File: config.mk
export PLATFORM = sky130hd
export DESIGN_NAME = periodic_message_scheduler
export DESIGN_NICKNAME = d
export VERILOG_FILES = /design/src/hw/rtl/pms_pkg.sv /design/src/hw/rtl/pms_ctrl.sv /design/src/hw/rtl/pms_dp.sv /design/src/hw/rtl/periodic_message_scheduler.sv
export SDC_FILE = /design/constraint.sdc
export NUM_CORES = 2
export LEC_CHECK = 0
export BUFFER_PORTS_ARGS = -buffer_cell sky130_fd_sc_hd__buf_2
export CAP_MARGIN = 40
export CORE_ASPECT_RATIO = 0.5
export CORE_MARGIN = 1
export CORE_UTILIZATION = 55
export DETAILED_ROUTE_END_ITERATION = 16
export HOLD_SLACK_MARGIN = 0.02
export PLACE_DENSITY_LB_ADDON = 0.05
export SETUP_SLACK_MARGIN = 0.1
export SLEW_MARGIN = 20
export SYNTH_ARGS = -nofsm -noshare
export SYNTH_HDL_FRONTEND = slang
export SYNTH_HIERARCHICAL = 1
export SYNTH_SLANG_ARGS = --single-unit
File: constraint.sdc
create_clock -name clk -period 10.4 [get_ports clk]
set_input_delay 1.04 -clock clk [delete_from_list [all_inputs] [get_ports clk]]
set_output_delay 1.04 -clock clk [all_outputs]
set_load 0.01 [all_outputs]
File: src/hw/rtl/pms_pkg.sv
// pms_pkg: shared constants, types and the preset send tables for the
// periodic message scheduler. no dependencies.
package pms_pkg;

    // defaults for the top level parameters
    localparam int DEF_MAX_ENTRIES = 16;
    localparam int DEF_TICK_BITS   = 32;

    // input item opcodes
    localparam logic [1:0] OP_TICK     = 2'd0;
    localparam logic [1:0] OP_WR_SEND  = 2'd1;
    localparam logic [1:0] OP_WR_SAVE  = 2'd2;
    localparam logic [1:0] OP_PRESET   = 2'd3;

    // link modes
    localparam logic [1:0] LINK_FWD    = 2'd0;
    localparam logic [1:0] LINK_LOCAL  = 2'd1;
    localparam logic [1:0] LINK_REMOTE = 2'd2;

    // configuration register indexes
    localparam logic REG_LINK_MODE    = 1'b0;
    localparam logic REG_ACTIVE_COUNT = 1'b1;

    // reset values
    localparam logic [1:0]  LINK_MODE_RESET    = LINK_REMOTE;
    localparam logic [4:0]  ACTIVE_COUNT_RESET = 5'd11;
    localparam logic [31:0] DEFAULT_PERIOD     = 32'd1000;

    // port widths
    localparam int IN_DATA_W  = 80;
    localparam int OUT_DATA_W = 8;
    localparam int CFG_DATA_W = 5;

    // preset tables
    localparam int         PRESET_LEN      = 11;
    localparam logic [2:0] PRESET_FIRST_ID = 3'd1;
    localparam logic [2:0] PRESET_LAST_ID  = 3'd6;

    localparam logic [31:0] PRESET_TAB [0:5][0:10] = '{
        '{32'd100, 32'd100, 32'd100, 32'd100, 32'd100, 32'd100,
          32'd100, 32'd100, 32'd100, 32'd100, 32'd100},
        '{32'd100, 32'd1000, 32'd1000, 32'd50, 32'd500, 32'd100,
          32'd100, 32'd500, 32'd1000, 32'd1000, 32'd1000},
        '{32'd100, 32'd200, 32'd1000, 32'd200, 32'd100, 32'd100,
          32'd100, 32'd1000, 32'd200, 32'd100, 32'd1000},
        '{32'd100, 32'd1000, 32'd100, 32'd1000, 32'd1000, 32'd500,
          32'd1000, 32'd1000, 32'd1000, 32'd1000, 32'd1000},
        '{32'd1000, 32'd0, 32'd500, 32'd0, 32'd0, 32'd0,
          32'd0, 32'd0, 32'd0, 32'd0, 32'd0},
        '{32'd100, 32'd100, 32'd100, 32'd100, 32'd100, 32'd100,
          32'd100, 32'd100, 32'd100, 32'd100, 32'd100}
    };

    // controller to datapath commands
    typedef struct packed {
        logic capture;    // latch tick and preset id of the accepted item
        logic wr_send;    // write one send period
        logic wr_save;    // write one save period
        logic commit;     // take the due entry at the scan index
        logic flush;      // push the held result as last of tick
        logic preset_wr;  // write one preset send period
    } pms_cmd_t;

    // datapath to controller status
    typedef struct packed {
        logic due;
        logic hold_valid;
        logic out_free;
        logic scan_done;
        logic preset_done;
    } pms_status_t;

    function automatic logic [31:0] preset_period(input logic [2:0] pid,
                                                  input logic [3:0] idx);
        logic [2:0]  row;
        logic [31:0] val;
        row = pid - PRESET_FIRST_ID;
        val = 32'd0;
        if (pid >= PRESET_FIRST_ID && pid <= PRESET_LAST_ID && 32'(idx) < 32'(PRESET_LEN))
        begin
            val = PRESET_TAB[row][idx];
        end
        return val;
    endfunction

endpackage

File: src/hw/rtl/pms_ctrl.sv
// pms_ctrl: controller state machine of the periodic message scheduler.
// depends on pms_pkg for opcodes and the command and status structs.
module pms_ctrl #(
    parameter int MAX_ENTRIES = pms_pkg::DEF_MAX_ENTRIES
) (
    input  logic                                 clk,
    input  logic                                 rst_n,
    input  logic                                 in_valid,
    output logic                                 in_ready,
    input  logic [1:0]                           opcode,
    input  logic [2:0]                           preset_id,
    input  pms_pkg::pms_status_t                 status,
    output pms_pkg::pms_cmd_t                    cmd,
    output logic [$clog2(MAX_ENTRIES + 1)-1:0]   cnt
);
    import pms_pkg::*;

    localparam int CNT_W = $clog2(MAX_ENTRIES + 1);

    localparam logic [1:0] ST_IDLE   = 2'd0;
    localparam logic [1:0] ST_SCAN   = 2'd1;
    localparam logic [1:0] ST_PRESET = 2'd2;

    logic [1:0]       state_reg, state_next;
    logic [CNT_W-1:0] cnt_reg, cnt_next;

    assign cnt      = cnt_reg;
    assign in_ready = (state_reg == ST_IDLE);

    always_comb
    begin
        state_next = state_reg;
        cnt_next   = cnt_reg;
        cmd        = '0;
        case (state_reg)
            ST_IDLE:
            begin
                if (in_valid)
                begin
                    cmd.capture = 1'b1;
                    cnt_next    = '0;
                    case (opcode)
                        OP_TICK:    state_next  = ST_SCAN;
                        OP_WR_SEND: cmd.wr_send = 1'b1;
                        OP_WR_SAVE: cmd.wr_save = 1'b1;
                        OP_PRESET:
                        begin
                            if (preset_id >= PRESET_FIRST_ID && preset_id <= PRESET_LAST_ID)
                            begin
                                state_next = ST_PRESET;
                            end
                        end
                        default: state_next = ST_IDLE;
                    endcase
                end
            end
            ST_SCAN:
            begin
                if (status.scan_done)
                begin
                    if (!status.hold_valid)
                    begin
                        state_next = ST_IDLE;
                    end
                    else if (status.out_free)
                    begin
                        cmd.flush  = 1'b1;
                        state_next = ST_IDLE;
                    end
                end
                else if (!status.due)
                begin
                    cnt_next = cnt_reg + CNT_W'(1);
                end
                else if (!status.hold_valid || status.out_free)
                begin
                    cmd.commit = 1'b1;
                    cnt_next   = cnt_reg + CNT_W'(1);
                end
            end
            ST_PRESET:
            begin
                if (status.preset_done)
                begin
                    state_next = ST_IDLE;
                end
                else
                begin
                    cmd.preset_wr = 1'b1;
                    cnt_next      = cnt_reg + CNT_W'(1);
                end
            end
            default: state_next = ST_IDLE;
        endcase
    end

    always_ff @(posedge clk or negedge rst_n)
    begin
        if (!rst_n)
        begin
            state_reg <= ST_IDLE;
            cnt_reg   <= '0;
        end
        else
        begin
            state_reg <= state_next;
            cnt_reg   <= cnt_next;
        end
    end

endmodule

File: src/hw/rtl/pms_dp.sv
// pms_dp: datapath of the periodic message scheduler: entry tables, config
// registers, due test, held result and output register. depends on pms_pkg.
module pms_dp #(
    parameter int MAX_ENTRIES = pms_pkg::DEF_MAX_ENTRIES,
    parameter int TICK_BITS   = pms_pkg::DEF_TICK_BITS
) (
    input  logic                                   clk,
    input  logic                                   rst_n,
    input  pms_pkg::pms_cmd_t                      cmd,
    input  logic [$clog2(MAX_ENTRIES + 1)-1:0]     cnt,
    input  logic [31:0]                            tick_value,
    input  logic [3:0]                             entry_index,
    input  logic [31:0]                            period_value,
    input  logic [2:0]                             preset_id,
    input  logic                                   cfg_valid,
    input  logic                                   cfg_index,
    input  logic [pms_pkg::CFG_DATA_W-1:0]         cfg_data,
    output pms_pkg::pms_status_t                   status,
    input  logic                                   out_ready,
    output logic                                   out_valid,
    output logic [pms_pkg::OUT_DATA_W-1:0]         out_data,
    output logic                                   out_last
);
    import pms_pkg::*;

    localparam int IDX_W = (MAX_ENTRIES > 1) ? $clog2(MAX_ENTRIES) : 1;
    localparam int CNT_W = $clog2(MAX_ENTRIES + 1);

    logic [TICK_BITS-1:0] tx_period_reg    [MAX_ENTRIES];
    logic [TICK_BITS-1:0] store_period_reg [MAX_ENTRIES];
    logic [TICK_BITS-1:0] last_send_reg    [MAX_ENTRIES];
    logic [TICK_BITS-1:0] last_save_reg    [MAX_ENTRIES];

    logic [1:0]           link_mode_reg;
    logic [4:0]           active_count_reg;
    logic [TICK_BITS-1:0] now_reg;
    logic [2:0]           pid_reg;
    logic                 hold_valid_reg;
    logic [3:0]           hold_idx_reg;
    logic [2:0]           hold_route_reg;   // flash, radio, usb
    logic                 out_valid_reg;
    logic [OUT_DATA_W-1:0] out_data_reg;
    logic                 out_last_reg;

    logic [CNT_W-1:0]     limit;
    logic [IDX_W-1:0]     rd_idx;
    logic [IDX_W-1:0]     wr_idx;
    logic                 wr_in_range;
    logic [TICK_BITS-1:0] send_elapsed;
    logic [TICK_BITS-1:0] save_elapsed;
    logic                 snd_due;
    logic                 sav_due;
    logic [2:0]           route;
    logic                 push;
    logic                 out_free;

    // entries in use, saturated to the table depth
    assign limit = (32'(active_count_reg) > 32'(MAX_ENTRIES)) ? CNT_W'(MAX_ENTRIES)
                                                              : CNT_W'(active_count_reg);

    assign status.scan_done   = (cnt >= limit);
    assign status.preset_done = (cnt >= limit) || (32'(cnt) >= 32'(PRESET_LEN));

    assign rd_idx      = status.scan_done ? '0 : cnt[IDX_W-1:0];
    assign wr_idx      = IDX_W'(entry_index);
    assign wr_in_range = (32'(entry_index) < 32'(MAX_ENTRIES));

    // wrapping elapsed time against each period
    assign send_elapsed = now_reg - last_send_reg[rd_idx];
    assign save_elapsed = now_reg - last_save_reg[rd_idx];
    assign snd_due = (tx_period_reg[rd_idx] != '0) && (send_elapsed >= tx_period_reg[rd_idx]);
    assign sav_due = (store_period_reg[rd_idx] != '0) &&
                     (save_elapsed >= store_period_reg[rd_idx]);

    always_comb
    begin
        route = 3'b000;
        if (snd_due && sav_due)
        begin
            route = 3'b110;
        end
        else if (sav_due)
        begin
            route = 3'b100;
        end
        else
        begin
            case (link_mode_reg)
                LINK_FWD:    route = 3'b001;
                LINK_LOCAL:  route = 3'b001;
                LINK_REMOTE: route = 3'b010;
                default:     route = 3'b000;
            endcase
        end
    end

    assign out_free          = !out_valid_reg || out_ready;
    assign status.due        = snd_due || sav_due;
    assign status.hold_valid = hold_valid_reg;
    assign status.out_free   = out_free;

    assign push = cmd.flush || (cmd.commit && hold_valid_reg);

    assign out_valid = out_valid_reg;
    assign out_data  = out_data_reg;
    assign out_last  = out_last_reg;

    // tables and config registers
    always_ff @(posedge clk or negedge rst_n)
    begin
        if (!rst_n)
        begin
            for (int i = 0; i < MAX_ENTRIES; i++)
            begin
                tx_period_reg[i]    <= TICK_BITS'(DEFAULT_PERIOD);
                store_period_reg[i] <= '0;
                last_send_reg[i]    <= '0;
                last_save_reg[i]    <= '0;
            end
            link_mode_reg    <= LINK_MODE_RESET;
            active_count_reg <= ACTIVE_COUNT_RESET;
        end
        else
        begin
            if (cfg_valid)
            begin
                case (cfg_index)
                    REG_LINK_MODE:    link_mode_reg    <= cfg_data[1:0];
                    REG_ACTIVE_COUNT: active_count_reg <= cfg_data[4:0];
                    default:          link_mode_reg    <= link_mode_reg;
                endcase
            end
            if (cmd.wr_send && wr_in_range)
            begin
                tx_period_reg[wr_idx] <= TICK_BITS'(period_value);
            end
            if (cmd.wr_save && wr_in_range)
            begin
                store_period_reg[wr_idx] <= TICK_BITS'(period_value);
            end
            if (cmd.preset_wr)
            begin
                tx_period_reg[cnt[IDX_W-1:0]] <=
                    TICK_BITS'(preset_period(pid_reg, 4'(cnt)));
            end
            if (cmd.commit)
            begin
                if (snd_due)
                begin
                    last_send_reg[rd_idx] <= now_reg;
                end
                if (sav_due)
                begin
                    last_save_reg[rd_idx] <= now_reg;
                end
            end
        end
    end

    // control flags of the held result and the output register
    always_ff @(posedge clk or negedge rst_n)
    begin
        if (!rst_n)
        begin
            hold_valid_reg <= 1'b0;
            out_valid_reg  <= 1'b0;
        end
        else
        begin
            if (cmd.commit)
            begin
                hold_valid_reg <= 1'b1;
            end
            else if (cmd.flush)
            begin
                hold_valid_reg <= 1'b0;
            end
            if (push)
            begin
                out_valid_reg <= 1'b1;
            end
            else if (out_ready)
            begin
                out_valid_reg <= 1'b0;
            end
        end
    end

    // payload registers
    always_ff @(posedge clk)
    begin
        if (cmd.capture)
        begin
            now_reg <= TICK_BITS'(tick_value);
            pid_reg <= preset_id;
        end
        if (cmd.commit)
        begin
            hold_idx_reg   <= 4'(cnt);
            hold_route_reg <= route;
        end
        if (push)
        begin
            out_data_reg <= {1'b0, hold_route_reg, hold_idx_reg};
            out_last_reg <= cmd.flush;
        end
    end

endmodule

File: src/hw/rtl/periodic_message_scheduler.sv
// periodic_message_scheduler: top level, joins controller and datapath and
// unpacks the stream payload. depends on pms_pkg, pms_ctrl and pms_dp.
//
// channel  direction  handshake                      payload
// s_axis   in         s_axis_tvalid / s_axis_tready  tdata: opcode, tick, index, period, preset
// m_axis   out        m_axis_tvalid / m_axis_tready  tdata: index, routes; tlast: last of tick
// cfg      in         cfg_valid / cfg_ready          cfg_index, cfg_data
//
// a tick scans the active entries, n being the active entry count saturated to
// MAX_ENTRIES: one table entry is read and tested per cycle through a single read
// port while the scan does not stall, and the scan ends by flushing any held result.
// a preset load writes min(n, 11) entries; a period write does not leave idle.
// reset sets every table to its reset value at once, with no clearing pass.
// a scan stalls on a second due entry while the output register is still full.
module periodic_message_scheduler #(
    parameter int MAX_ENTRIES = pms_pkg::DEF_MAX_ENTRIES,
    parameter int TICK_BITS   = pms_pkg::DEF_TICK_BITS
) (
    input  logic                              clk,
    input  logic                              rst_n,
    // [1:0] opcode, [33:2] tick_value, [37:34] entry_index,
    // [69:38] period_value, [72:70] preset_id, [79:73] zero
    input  logic                              s_axis_tvalid,
    output logic                              s_axis_tready,
    input  logic [pms_pkg::IN_DATA_W-1:0]     s_axis_tdata,
    // [3:0] message_index, [4] to_usb, [5] to_radio, [6] to_flash, [7] zero
    output logic                              m_axis_tvalid,
    input  logic                              m_axis_tready,
    output logic [pms_pkg::OUT_DATA_W-1:0]    m_axis_tdata,
    output logic                              m_axis_tlast,      // last_of_tick
    input  logic                              cfg_valid,
    output logic                              cfg_ready,
    input  logic                              cfg_index,         // 0 link_mode, 1 active_count
    input  logic [pms_pkg::CFG_DATA_W-1:0]    cfg_data
);
    import pms_pkg::*;

    localparam int CNT_W = $clog2(MAX_ENTRIES + 1);

    // input fields
    logic [1:0]  opcode;
    logic [31:0] tick_value;
    logic [3:0]  entry_index;
    logic [31:0] period_value;
    logic [2:0]  preset_id;

    pms_cmd_t         cmd;
    pms_status_t      status;
    logic [CNT_W-1:0] cnt;
    logic             in_valid;

    assign opcode       = s_axis_tdata[1:0];
    assign tick_value   = s_axis_tdata[33:2];
    assign entry_index  = s_axis_tdata[37:34];
    assign period_value = s_axis_tdata[69:38];
    assign preset_id    = s_axis_tdata[72:70];

    // the user must change config registers only while idle (not enforced); writes are always taken
    assign cfg_ready = 1'b1;

    // ready is only high while idle, so valid alone marks the transaction
    assign in_valid = s_axis_tvalid;

    pms_ctrl #(
        .MAX_ENTRIES (MAX_ENTRIES)
    ) u_ctrl (
        .clk       (clk),
        .rst_n     (rst_n),
        .in_valid  (in_valid),
        .in_ready  (s_axis_tready),
        .opcode    (opcode),
        .preset_id (preset_id),
        .status    (status),
        .cmd       (cmd),
        .cnt       (cnt)
    );

    pms_dp #(
        .MAX_ENTRIES (MAX_ENTRIES),
        .TICK_BITS   (TICK_BITS)
    ) u_dp (
        .clk          (clk),
        .rst_n        (rst_n),
        .cmd          (cmd),
        .cnt          (cnt),
        .tick_value   (tick_value),
        .entry_index  (entry_index),
        .period_value (period_value),
        .preset_id    (preset_id),
        .cfg_valid    (cfg_valid),
        .cfg_index    (cfg_index),
        .cfg_data     (cfg_data),
        .status       (status),
        .out_ready    (m_axis_tready),
        .out_valid    (m_axis_tvalid),
        .out_data     (m_axis_tdata),
        .out_last     (m_axis_tlast)
    );

endmodule

# == Yosys cells after proc, flatten, opt, wreduce, memory -nomap -nowiden ==
# Memories as Yosys holds them, arrays and structs flattened.
# Index checks and enable logic that the tools add are counted.
# word_totals
ff_bits,2114
inputBits,91
mem_bits_ro,2816
mem_count,1
# mem_list
name,words,word_bits,read_ports,rd_ports_with_merged_regs,wr,line_no,text
(no name shown),8,352,1,0,0,pms_pkg.sv:81,val = PRESET_TAB[row][idx];
# classes
mux,67
n_addsub,4
magnitude_cmp,17
bitwise_logic,5
n_reduce_logical,33
eq_ne,16
# op_table
op,count
bitwise mux 512 bit,5
2-to-1 mux 512 bit,2
2-to-1 mux 352 bit,2
binary-select mux 32 bit (select 4 bit),5
2-to-1 mux 32 bit,15
demux 32 bit (select 4 bit),3
greater-or-equal comparator 32 bit,2
nonzero test 32 bit,2
subtractor 32 bit,2
2-to-1 mux 5 bit,6
2-to-1 mux 2 bit,8
greater-or-equal comparator 5 bit (second input constant),3
< comparator 5 x 1 -> 1 bit (second input constant),3
inverter 4 -> 5 bit,3
case mux 5 bit (3 select lines),1
2-to-1 mux 1 bit,14
logical AND 1 bit,10
== test 2 bit (second input constant),4
!= test 2 bit (second input constant),4
case mux 2 bit (2 select lines),2
AND reduction 2 bit,4
== test 2 x 1 -> 1 bit (second input constant),3
greater-or-equal comparator 3 x 1 -> 1 bit (second input constant),2
less-or-equal comparator 3 bit (second input constant),2
24 further kinds,35

# == Longest topological paths before layout ==
# depth
ltp_word,18
mapped_depth,50

# == Hierarchy ==
# The synthesis kept the hierarchy.
# modules_own_cells
mod,n_inst,area_each_um2,cells_each
pms_dp,1,101379.7,9192
pms_ctrl,1,546.8,58
periodic_message_scheduler,1,11.3,2

# == Worst setup path before layout ==
# No wires, ideal clock.
# synth_path
path_kind,reg-to-reg
start,register u_ctrl.cnt_reg[0] (netlist: u_ctrl/cnt[0])
end,register u_dp/last_save_reg[33] (netlist name)
synth_period_minus_slack_ns,10.845
n_path_buf,10
path_stages_with_launch,48
slack_ns,-0.445
t_arrival_ns,10.720
setup_time_ns,0.125
path_cell_list,dfrtp_1 buf_4 buf_4 clkbuf_1 inv_1 ha_1 nand2b_1 buf_2 a2111oi_2 buf_2 buf_2 buf_4 nor2_1 clkbuf_1 clkbuf_1 o22ai_1 o21ai_0 and4_1 [12 not listed] a21oi_1 xnor2_1 ha_1 nand4_1 nor4_1 nand2_1 o21ai_0 a211oi_1 o31a_1 nor2_1 or2_2 nand2_1 nor3b_1 inv_1 nor4_2 nor3b_2 buf_6 mux2_2
# synth_lines
item,line_no,text
"start, declared",pms_ctrl.sv:25,"logic [CNT_W-1:0] cnt_reg, cnt_next;"
"start signal, assigned",pms_ctrl.sv:107,cnt_reg <= cnt_next;
"end signal, assigned by index",pms_dp.sv:154,last_save_reg[rd_idx] <= now_reg;
"end, declared",pms_dp.sv:32,logic [TICK_BITS-1:0] last_save_reg [MAX_ENTRIES];

==> results by group <==
Floorplan
  – Horiz. Die Dim: 610.8 um
  – Num rows: 111
  – Initial Util: 0.5552
  – Num ports: 103
  – Chip height: 306.4 um
  – Die ar.: 187200 um^2
  – Core footprint: 183600 um^2

CTS
  – CTS Buf Count: 196
  – Clk buf depth: 4
  – Root buf cell: clkbuf_16
  – CTS Sinks: 2114
  – CTS HTree Levels: 4
  – CTS tree: done
  – Worst-path clk slew: 0.07 ns
  – Clock latency on the worst-skew pair: 0.86 ns

Routing
  – Pre-antenna DRT Iters: 6
  – Antenna-violating nets left: 0
  – Vias: 79288
  – First DRT Iteration DRCs: 10019
  – Mean routed wirelength per cell: 30.05 um
  – Post-Route WL: 351800 um
  – Drt via density: 6.772
  – DRC: 0

Critical path
  – CP required: 11.14 ns
  – Slowest stage cell, crit path: nor4_2
  – Arr. time, crit path: 10.67 ns
  – Worst Path Class, Setup: flop to flop
  – Reg-to-Reg Start: u_dp/active_count_reg[4]$_DFFE_PN0P_
  – Critical path's largest stage delay: 0.53 ns
  – Worst setup SP type: flop
  – Max FO, Critical Path: 13
  – Reg2reg end: u_dp/last_save_reg[304]$_DFFE_PN0P_
  – CP endpoint kind: flop
  – Worst Setup SP: u_dp/active_count_reg[4]$_DFFE_PN0P_
  – Reg2Reg Depth: 40
  – Reg2reg setup slack: 0.47 ns
  – CP endpoint: u_dp/last_save_reg[304]$_DFFE_PN0P_
  – CP dominant cell by count: buf_4

GRT
  – Grt total ovfl: 0
  – Vias in the first global route: 77613
  – Initial antenna violation count: 12
  – Largest net degree at the start of global routing: 177
  – Total GRT Usage: 0.3708
  – First-pass GRT wire length: 519600 um

Synth
  – Synth unique cells: 90
  – Synth Area per Inst: 11.02 um^2
  – Number of enable flip-flop cells after synthesis: 50
  – Synthesized flop and latch total: 2114
  – Share of the synthesized area in the top cell type: 0.4821
  – Main flop type after synthesis: dfrtp_1
  – Synth area leaders: dfrtp_1 48%, mux2_2 11%, a21oi_1 4.8%
  – Yosys warnings: 6
  – Mapped Area: 101900 um^2
  – Synth Net Count: 9489
  – Mapped Cells: 9252
  – Largest area contributor in the netlist: dfrtp_1
  – Post-synth ARST share: 0.9763
  – Post-synthesis sequential area ratio: 0.5226

Cells and area
  – Nets: 9298
  – FILL cells: 15138
  – Synth-to-layout area growth: 11.04%
  – Share of cells above drive strength 1: 0.2512

STA
  – Setup_tns: 0 ns
  – Slew @ Worst Pin: 1.083 ns
  – Rel. slew slack: 0.2781
  – Final setup viols: 0
  – Worst Skew: 0.03849 ns
  – Tcrit/Tclk final: 0.9548
  – Setup ws final: 0.4701 ns
  – Max Fclk: 0.1007 GHz
  – RSZ-0062 raised after global routing: no
  – Pins Over Slew Limit: 0
  – Final hold vios: 0
  – Min Tclk post-route: 9.930 ns

Placement
  – Dpl hpwl: 203500 um
  – DP Worst Slack: 0.2433 ns
  – PortBufs: 93
  – RD Place Congestion: 0.9139

Run
  – Max-cap viol count: 0

Run status
  – Status: complete, no violations

Power and ir drop
  – Tot Pwr: 34.74 mW
  – Pwr dens: 306.9 nW/um^2
  – P_leak: 50.69 nW
  – Worst VDD drop: 484.8 uV

Min path
  – Hold crit path type: primary input to async pin
[worst max-delay path: cells and delay by family (launching register included)]
family,cells,cell delay [ns]
multiplexers,1,0.35
AND/OR/NAND/NOR,11,1.86
adder cells (fa/ha/maj),3,1.12
XOR/XNOR,1,0.32
buffers and inverters,9,1.90
AO/OA/AOI/OAI,15,3.74
flip-flops,1,0.46
[final cells by class]
| type | instances | area [um^2] | share of cell area |
|---|---|---|---|
| Sequential cell | 2114 | 53280 | 0.4707 |
| Multi-Input combinational cell | 6166 | 45280 | 0.4000 |
| Clock buffer | 284 | 5680 | 0.05018 |
| Timing Repair Buffer | 548 | 5050 | 0.04461 |
| Tap cell | 2486 | 3110 | 0.02748 |
| Clock inverter | 66 | 641.9 | 0.005670 |
| Inverter | 35 | 131.4 | 0.001161 |
| Antenna cell | 9 | 22.52 | 0.0001990 |
[per-stage QoR]
stage | instances | instance area [um^2] | hold WS [ns] | util
after floorplan | 9252 | 102000 | 0.4003 | -
after global placement | 11275 | 105700 | 0.4037 | 0.5759
after detailed placement | 11318 | 106400 | 0.4080 | 0.5795
after CTS | 11668 | 112700 | 0.2473 | 0.6139
after global routing | 11704 | 113200 | 0.1806 | 0.6165
final | 11708 | 113200 | 0.1280 | 0.6165
[timing repair]
action                                  in CTS  in global routing
buffers inserted                             0                 10
hold buffers                                 0                  0
endpoints found under the setup margin       0               1024
gates resized for setup                      0                 25
[cell families after synthesis]
group	share of synthesized area
compound gates	0.1675
xor+xnor	0.005241
fa+ha+maj	0.01807
buf+inv	0.04157
flops	0.5226
mux	0.1618
other cells	0.00007367
simple gates	0.08306
[metal layers]
metal / routed length [um] / vias up / track usage
li1: - / 33540 / -
met5: 153 / - / 0
met3: 40300 / 670 / 0.1133
met2: 148000 / 4055 / 0.5274
met4: 9483 / 2 / 0.1036
met1: 153900 / 41021 / 0.5464
[how the worst min path moves through the flow]
stage | from | to | slack, ns | depth (start not counted)
6_report | rst_n | u_dp/last_save_reg[311]$_DFFE_PN0P_ | 0.13 | 1
5_1_grt | rst_n | u_dp/last_save_reg[311]$_DFFE_PN0P_ | 0.18 | 1
4_1_cts | rst_n | u_dp/last_save_reg[311]$_DFFE_PN0P_ | 0.25 | 1
3_5_place_dp | u_dp/hold_idx_reg[3]$_DFFE_PP_ | u_dp/out_data[3]$_DFFE_PP_ | 0.41 | 0
3_3_place_gp | u_dp/hold_idx_reg[0]$_DFFE_PP_ | u_dp/out_data[0]$_DFFE_PP_ | 0.40 | 0
2_1_floorplan | u_dp/hold_idx_reg[0]$_DFFE_PP_ | u_dp/out_data[0]$_DFFE_PP_ | 0.40 | 0
[power breakdown]
group,switching [mW],internal (mW)
Sequential,0.868,10.1
Clock,3.29,4.06
Combinational,10.5,5.92
[synth_stat cells, types with 14 or more instances]
cell          n
edfxtp_1     50
clkbuf_1    686
o21ai_0     538
inv_1        35
buf_6        50
nor2_1       99
nand3_1      45
dfstp_2     100
a21o_1       47
and2_1       29
a41oi_1     145
dfrtp_1    1964
a22o_1       14
nand2_1    1124
mux2_1      210
o22ai_1      67
ha_1        144
nand4_1     207
xnor2_1      39
o41ai_1      66
buf_4        25
o2bb2ai_1   161
xor2_1       22
and3_1       37
a21oi_1     974
buf_1        88
mux2_2      993
mux2_4      191
nor3_1       15
a31oi_1      72
buf_2        89
nand2b_1     24
a22oi_1     503
nor4_1      162
nor2b_1      35
or3_1        21
[cell usage in the layout, fill, tap and decap left out, types with 30 or more instances in the layout]
cell type and n:
mux2_2 993, edfxtp_1 50, nand4_1 207, mux2_4 191
xnor2_1 39, nor2b_1 34, nand2_1 1118, mux2_1 210
dfrtp_1 1964, nor2_1 58, o41ai_1 60, and3_1 30
nand3_1 30, o2bb2ai_1 161, inv_1 34, a31oi_1 72
clkbuf_1 48, buf_12 71, a22oi_1 500, ha_1 144
nor4_1 135, clkbuf_8 36, o22ai_1 67, buf_4 338
a41oi_1 145, buf_2 96, clkbuf_16 200, dfstp_2 100
clkinv_2 38, a21o_1 46, a21oi_1 969, o21ai_0 534
(Power assumes the default switching activity.)
